File: src/hw/rtl/ilsh_pkg.sv
`timescale 1ns / 1ps

// Shared types, widths and constants of the interrupt latency statistics block.
package ilsh_pkg;

   // Default sizes, handed to the top level parameters.
   localparam int ILSH_NUM_CPUS = 8;
   localparam int ILSH_NUM_BINS = 20;

   // Field widths of the ports.
   localparam int TS_W        = 64;
   localparam int IRQ_W       = 10;
   localparam int CPU_ID_W    = 3;
   localparam int NUM_CPU_IDS = 2 ** CPU_ID_W;
   localparam int STATUS_W    = 2;
   localparam int BIN_FIELD_W = 5;
   localparam int BIN_COUNT_W = 32;
   localparam int TARGET_W    = 4;
   localparam int CSR_INDEX_W = 3;
   localparam int CSR_DATA_W  = 10;

   // Microsecond scaling: a shift takes out the factor 8 of the divisor, and
   // the remaining 125 is divided by a multiplication with a rounded-up
   // reciprocal, built from 32 by 32 bit partial products.
   localparam int US_DIVISOR   = 1000;
   localparam int DIV_PRESHIFT = 3;
   localparam int DIV_ODD      = US_DIVISOR >> DIV_PRESHIFT;
   localparam int DIV_X_W      = TS_W - DIV_PRESHIFT;
   localparam int DIV_SHIFT    = DIV_X_W + $clog2(DIV_ODD);
   localparam int DIV_MAGIC_W  = 62;
   localparam logic [127:0] DIV_MAGIC_WIDE =
      ((128'd1 << DIV_SHIFT) + 128'(DIV_ODD - 1)) / 128'(DIV_ODD);
   localparam logic [DIV_MAGIC_W-1:0] DIV_MAGIC = DIV_MAGIC_W'(DIV_MAGIC_WIDE);
   localparam int MUL_W        = 32;
   localparam int DIV_TAIL     = DIV_SHIFT - 2 * MUL_W;
   localparam int DIV_STEPS    = 5;
   localparam int DIV_STEP_W   = $clog2(DIV_STEPS);

   // Leading-one search over the duration, in byte groups.
   localparam int GROUP_W     = 8;
   localparam int NUM_GROUPS  = TS_W / GROUP_W;
   localparam int GROUP_IDX_W = $clog2(NUM_GROUPS);
   localparam int GROUP_POS_W = $clog2(GROUP_W);
   localparam int LOG_W       = GROUP_IDX_W + GROUP_POS_W;

   // Result status codes.
   typedef enum logic [STATUS_W-1:0] {
      STATUS_FILTERED = 2'd0,
      STATUS_ENTRY    = 2'd1,
      STATUS_EXIT     = 2'd2,
      STATUS_UNKNOWN  = 2'd3
   } ilsh_status_type;

   // Configuration register indexes.
   typedef enum logic [CSR_INDEX_W-1:0] {
      REG_FILTER_CGROUP  = 3'd0,
      REG_HISTOGRAM_MODE = 3'd1,
      REG_REPORT_NS      = 3'd2,
      REG_PER_CPU_KEYS   = 3'd3,
      REG_TARGET_CPU     = 3'd4,
      REG_LOCAL_IRQ      = 3'd5,
      REG_HRTIMER_IRQ    = 3'd6
   } ilsh_reg_type;

   // Controller states.
   typedef enum logic [3:0] {
      ST_CLEAR,
      ST_IDLE,
      ST_DELTA,
      ST_DIVIDE,
      ST_LOG_SCAN,
      ST_LOG_PICK,
      ST_HIST_READ,
      ST_UPDATE,
      ST_COMMIT
   } ilsh_state_type;

   // One statistics record.
   typedef struct packed {
      logic [TS_W-1:0] count;
      logic [TS_W-1:0] sum;
      logic [TS_W-1:0] peak;
   } ilsh_rec_type;

   // Commands from the controller to the datapath.
   typedef struct packed {
      logic clear;
      logic capture;
      logic delta;
      logic div_start;
      logic log_scan;
      logic log_pick;
      logic hist_read;
      logic update;
      logic commit;
   } ilsh_cmd_type;

   // Status from the datapath to the controller.
   typedef struct packed {
      logic clear_last;
      logic req_is_exit;
      logic div_last;
      logic report_ns;
      logic hist_mode;
   } ilsh_stat_type;

   // Position of the highest set bit of one byte group, zero when empty.
   function automatic logic [GROUP_POS_W-1:0] group_msb(input logic [GROUP_W-1:0] v);
      logic [GROUP_POS_W-1:0] pos;
      pos = '0;
      for (int i = 0; i < GROUP_W; i++) begin
         if (v[i]) begin
            pos = GROUP_POS_W'(i);
         end
      end
      return pos;
   endfunction

endpackage

File: src/hw/rtl/ilsh_ctrl.sv
`timescale 1ns / 1ps

// Sequencer of one event: clearing pass, capture, duration, optional divide and
// bin search, record update and result beat.
module ilsh_ctrl
   import ilsh_pkg::*;
(
   input  logic          clock,
   input  logic          reset,
   input  logic          req_valid,
   output logic          req_ready,
   output logic          rsp_valid,
   input  logic          rsp_ready,
   input  ilsh_stat_type stat,
   output ilsh_cmd_type  cmd
);

   ilsh_state_type state_ff, state_in;
   logic           rsp_valid_ff, rsp_valid_in;
   logic           out_free;

   // The output register takes a new beat once the previous one is gone.
   assign out_free = !rsp_valid_ff || rsp_ready;

   // Next state.
   always_comb begin
      state_in = state_ff;
      unique case (state_ff)
         ST_CLEAR: begin
            if (stat.clear_last) begin
               state_in = ST_IDLE;
            end
         end
         ST_IDLE: begin
            if (req_valid) begin
               state_in = stat.req_is_exit ? ST_DELTA : ST_COMMIT;
            end
         end
         ST_DELTA: begin
            if (!stat.report_ns) begin
               state_in = ST_DIVIDE;
            end else begin
               state_in = stat.hist_mode ? ST_LOG_SCAN : ST_UPDATE;
            end
         end
         ST_DIVIDE: begin
            if (stat.div_last) begin
               state_in = stat.hist_mode ? ST_LOG_SCAN : ST_UPDATE;
            end
         end
         ST_LOG_SCAN:  state_in = ST_LOG_PICK;
         ST_LOG_PICK:  state_in = ST_HIST_READ;
         ST_HIST_READ: state_in = ST_UPDATE;
         ST_UPDATE:    state_in = ST_COMMIT;
         ST_COMMIT: begin
            if (out_free) begin
               state_in = ST_IDLE;
            end
         end
         default: state_in = ST_IDLE;
      endcase
   end

   // Commands and handshake outputs.
   always_comb begin
      cmd           = '0;
      req_ready     = 1'b0;
      cmd.clear     = (state_ff == ST_CLEAR);
      cmd.delta     = (state_ff == ST_DELTA);
      cmd.div_start = (state_ff == ST_DELTA) && !stat.report_ns;
      cmd.log_scan  = (state_ff == ST_LOG_SCAN);
      cmd.log_pick  = (state_ff == ST_LOG_PICK);
      cmd.hist_read = (state_ff == ST_HIST_READ);
      cmd.update    = (state_ff == ST_UPDATE);
      cmd.commit    = (state_ff == ST_COMMIT) && out_free;
      if (state_ff == ST_IDLE) begin
         req_ready   = 1'b1;
         cmd.capture = req_valid;
      end
      if (cmd.commit) begin
         rsp_valid_in = 1'b1;
      end else if (rsp_ready) begin
         rsp_valid_in = 1'b0;
      end else begin
         rsp_valid_in = rsp_valid_ff;
      end
   end

   assign rsp_valid = rsp_valid_ff;

   // State and result valid registers.
   always_ff @(posedge clock) begin
      if (reset) begin
         state_ff     <= ST_CLEAR;
         rsp_valid_ff <= 1'b0;
      end else begin
         state_ff     <= state_in;
         rsp_valid_ff <= rsp_valid_in;
      end
   end

endmodule

File: config.mk
export PLATFORM = sky130hd
export DESIGN_NAME = ilsh_ctrl
export DESIGN_NICKNAME = d
export VERILOG_FILES = /design/src/hw/rtl/ilsh_pkg.sv /design/src/hw/rtl/ilsh_ctrl.sv
export SDC_FILE = /design/constraint.sdc
export NUM_CORES = 1
export LEC_CHECK = 0
export ABC_AREA = 1
export BUFFER_PORTS_ARGS = -buffer_cell sky130_fd_sc_hd__buf_4
export CAP_MARGIN = 10
export CORE_AREA = 2 2 39 41
export DETAILED_ROUTE_END_ITERATION = 12
export DIE_AREA = 0 0 41 43
export GPL_ROUTABILITY_DRIVEN = 0
export PLACE_DENSITY = 0.67
export SETUP_SLACK_MARGIN = 0.2
export SKIP_LAST_GASP = 1
export SLEW_MARGIN = 20
export SYNTH_ARGS = -nofsm -noshare
export SYNTH_HDL_FRONTEND = slang
export SYNTH_SLANG_ARGS = --single-unit
File: constraint.sdc
create_clock -name clock -period 1.7 [get_ports clock]
set_clock_uncertainty 0.2 [all_clocks]
set_input_delay 0.17 -clock clock [delete_from_list [all_inputs] [get_ports clock]]
set_output_delay 0.17 -clock clock [all_outputs]
set_load 0.005 [all_outputs]
==> metrics.yaml <==
syn2layout_area_growth_pct: 77.97
antenna_found_initial: 0
synthMuxAreaShare_pct: 0
ios: 20
p_leak_nw: 0.3790
power.density_nw_per_um2: 685.6
yosys_warnings: 0
fp.dieArea_um2: 1763
relSlewSlack_pct: 84.61
yosys.area_share.xor_xnor_pct: 0
synthesis.area_um2: 431.7
min_period_ns: 1.493
core_region_area_um2: 1384
hold_violations: 0
grtUsageTotal_pct: 13.05
final_cell_mix: "buf_4, nor2_1, inv_1"
wl_um: 1170
stdcell_area_um2: 768.2
cpPeakStageDelay_ns: 0.41
hold_class: "primary input to flip-flop"
drc_errors: 0
fin_cells: 119
cp-start-kind: "flip-flop"
setup_tns_ns: 0
cp.required_ns: 1.33
first_pass_iters: 4
n_antenna_cell: 0
ant_nets: 0
final_common_cell: "buf_4"
cp.arrival_ns: 1.12
status: "complete, no violations"
grt_overflow: 0
synth-compound-area-share_pct: 10.14
fin_nets: 113
start_util_pct: 31.19
post_synth.cell_area_avg_um2: 6.080
crit_type: "flip-flop to output port"
whs_ns: 0.02174
synth_nets: 80
dp_hpwl_um: 767.3
peakVddDrop_mv: 0.3170
grt_pass1_wl_um: 1552
setup_ws_ns: 0.2072
synth_top_family_by_area: "simple AND/OR/NAND/NOR gates"
ys_seq_elements: 5
yosys.area_share.simple_pct: 50.14
dpl-instance-area_um2: 575.6
crit_family: "flip-flops"
via_per_inst: 4.630
drt_first_iter_violations: 3
cts_root_buf: "clkbuf_4"
rows: 14
critPathBufInv: 2
crit_path_max_fanout: 8
nFillCells: 136
synth_cell_type_count: 20
wire_per_inst_um: 9.832
drv_slew: 0
rsz0062_at_grt: "true"
clock_latency_ns: 0.24
dp.cells: 104
fmax_ghz: 0.6699
maxCapViolations: 0
io_buffers: 19
worst_path_max_delay_cell: "dfxtp_4"
die_h_um: 43
yosysSeqAreaShare_pct: 23.19
worstMarginPinSlew_ns: 0.2301
crit_chain: "inv_4, nor2_4, nand2_2, nor2_2, buf_4"
cts_tree: "yes"
cts_buffers: 3
synth_cells: 71
cts.htree.levels: 1
vias: 551
grt_max_degree: 9
cts_buffer_depth: 2
first_global_vias: 407
clk_pin_slew_worst_paths_ns: 0.04
drive_gt1_share_pct: 55.34
timing.final.crit_share_pct: 87.81
die_w_um: 41
final-setup-viol-count: 0
synth-adder-area-share_pct: 0
cts_num_sinks: 5
place_ws_ns: 0.3014
end_kind: "output port"
==> path summary, 6_finish.rpt <==
path | slack, ns | cells past startpoint | from | to
worst max-delay path | 0.21 | 5 | state_ff[0]$_SDFFE_PP0P_ | cmd[7]
worst min register to register | 0.38 | 4 | rsp_valid$_SDFFE_PP0P_ | state_ff[3]$_SDFFE_PP0P_
worst max register to register | 0.26 | 7 | state_ff[3]$_SDFFE_PP0P_ | state_ff[1]$_SDFFE_PP0P_
worst min-delay path | 0.02 | 4 | rsp_ready | state_ff[3]$_SDFFE_PP0P_
==> kinds of logic (layout without fill, tap and decap cells) <==
family | after synthesis | count (layout)
compound gates | 8 | 8
simple gates | 42 | 42
buf+inv | 16 | 48
flops | 5 | 5
==> through the flow <==
stage	utilization, %	power, mW
after floorplan	-	0.2539
after global placement	41.59	0.3060
after detailed placement	41.59	0.3063
after CTS	49.37	0.4745
after global routing	55.52	0.5620
final	55.52	0.5267
==> cell type report <==
class                   instances  area (um2)  area share (%)
clock buffers                   4       26.28           3.420
flip-flops and latches          5       115.1           14.98
inverters                      14       55.05           7.166
multi-input cells              50       317.8           41.37
well taps                      16       20.02           2.606
repair buffers                 30       234.0           30.46
==> synthesized netlist by cell type, drive strengths merged <==
cell / count / share of area (%)
o22ai: 1 / 1.5
nand3: 6 / 10
o211ai: 1 / 1.7
nor4: 1 / 2.9
or2: 1 / 1.5
nor3: 3 / 3.5
nand2: 13 / 12
a21oi: 4 / 4.6
inv: 14 / 12
dfxtp: 5 / 23
buf: 2 / 4.3
o21ai: 2 / 2.3
nor2: 17 / 18
nand3b: 1 / 1.7
==> registers in the layout, summed over array words and instances, names as in the netlist <==
| name | flops |
|---|---|
| state_ff | 4 |
| rsp_valid | 1 |
==> routing by layer <==
metal | vias to the layer above | wire length [um] | GRT usage (%)
li1 | 286 | - | -
met1 | 249 | 508 | 18.01
met2 | 14 | 581 | 17.50
met3 | 2 | 60 | 1.571
met4 | 0 | 19 | 10.00
met5 | - | 0 | 0
==> where the power goes <==
part / total [mW] / switching (mW) / internal, mW
Combinational: 0.240 / 0.120 / 0.120
Clock: 0.138 / 0.0495 / 0.0888
Sequential: 0.149 / 0.0207 / 0.128
Total: 0.527 / 0.190 / 0.336
==> worst reg2reg max path: stages, from the launching register on <==
cell	delay, ns
dfxtp_4	0.35
nor2_4	0.21
buf_4	0.17
nand3b_1	0.08
nand2_1	0.14
nor2_4	0.06
nand2_1	0.08
a21oi_2	0.05
==> repair_timing <==
action / 4_1_cts / 5_1_grt
hold buffers: 2 / 0
pin swaps: 2 / 3
hold endpoints to repair: 4 / 0
buffers inserted: 4 / 5
setup endpoints to repair: 9 / 8
gates resized for setup: 12 / 14
No activity file was read; power rests on OpenSTA's default activity.
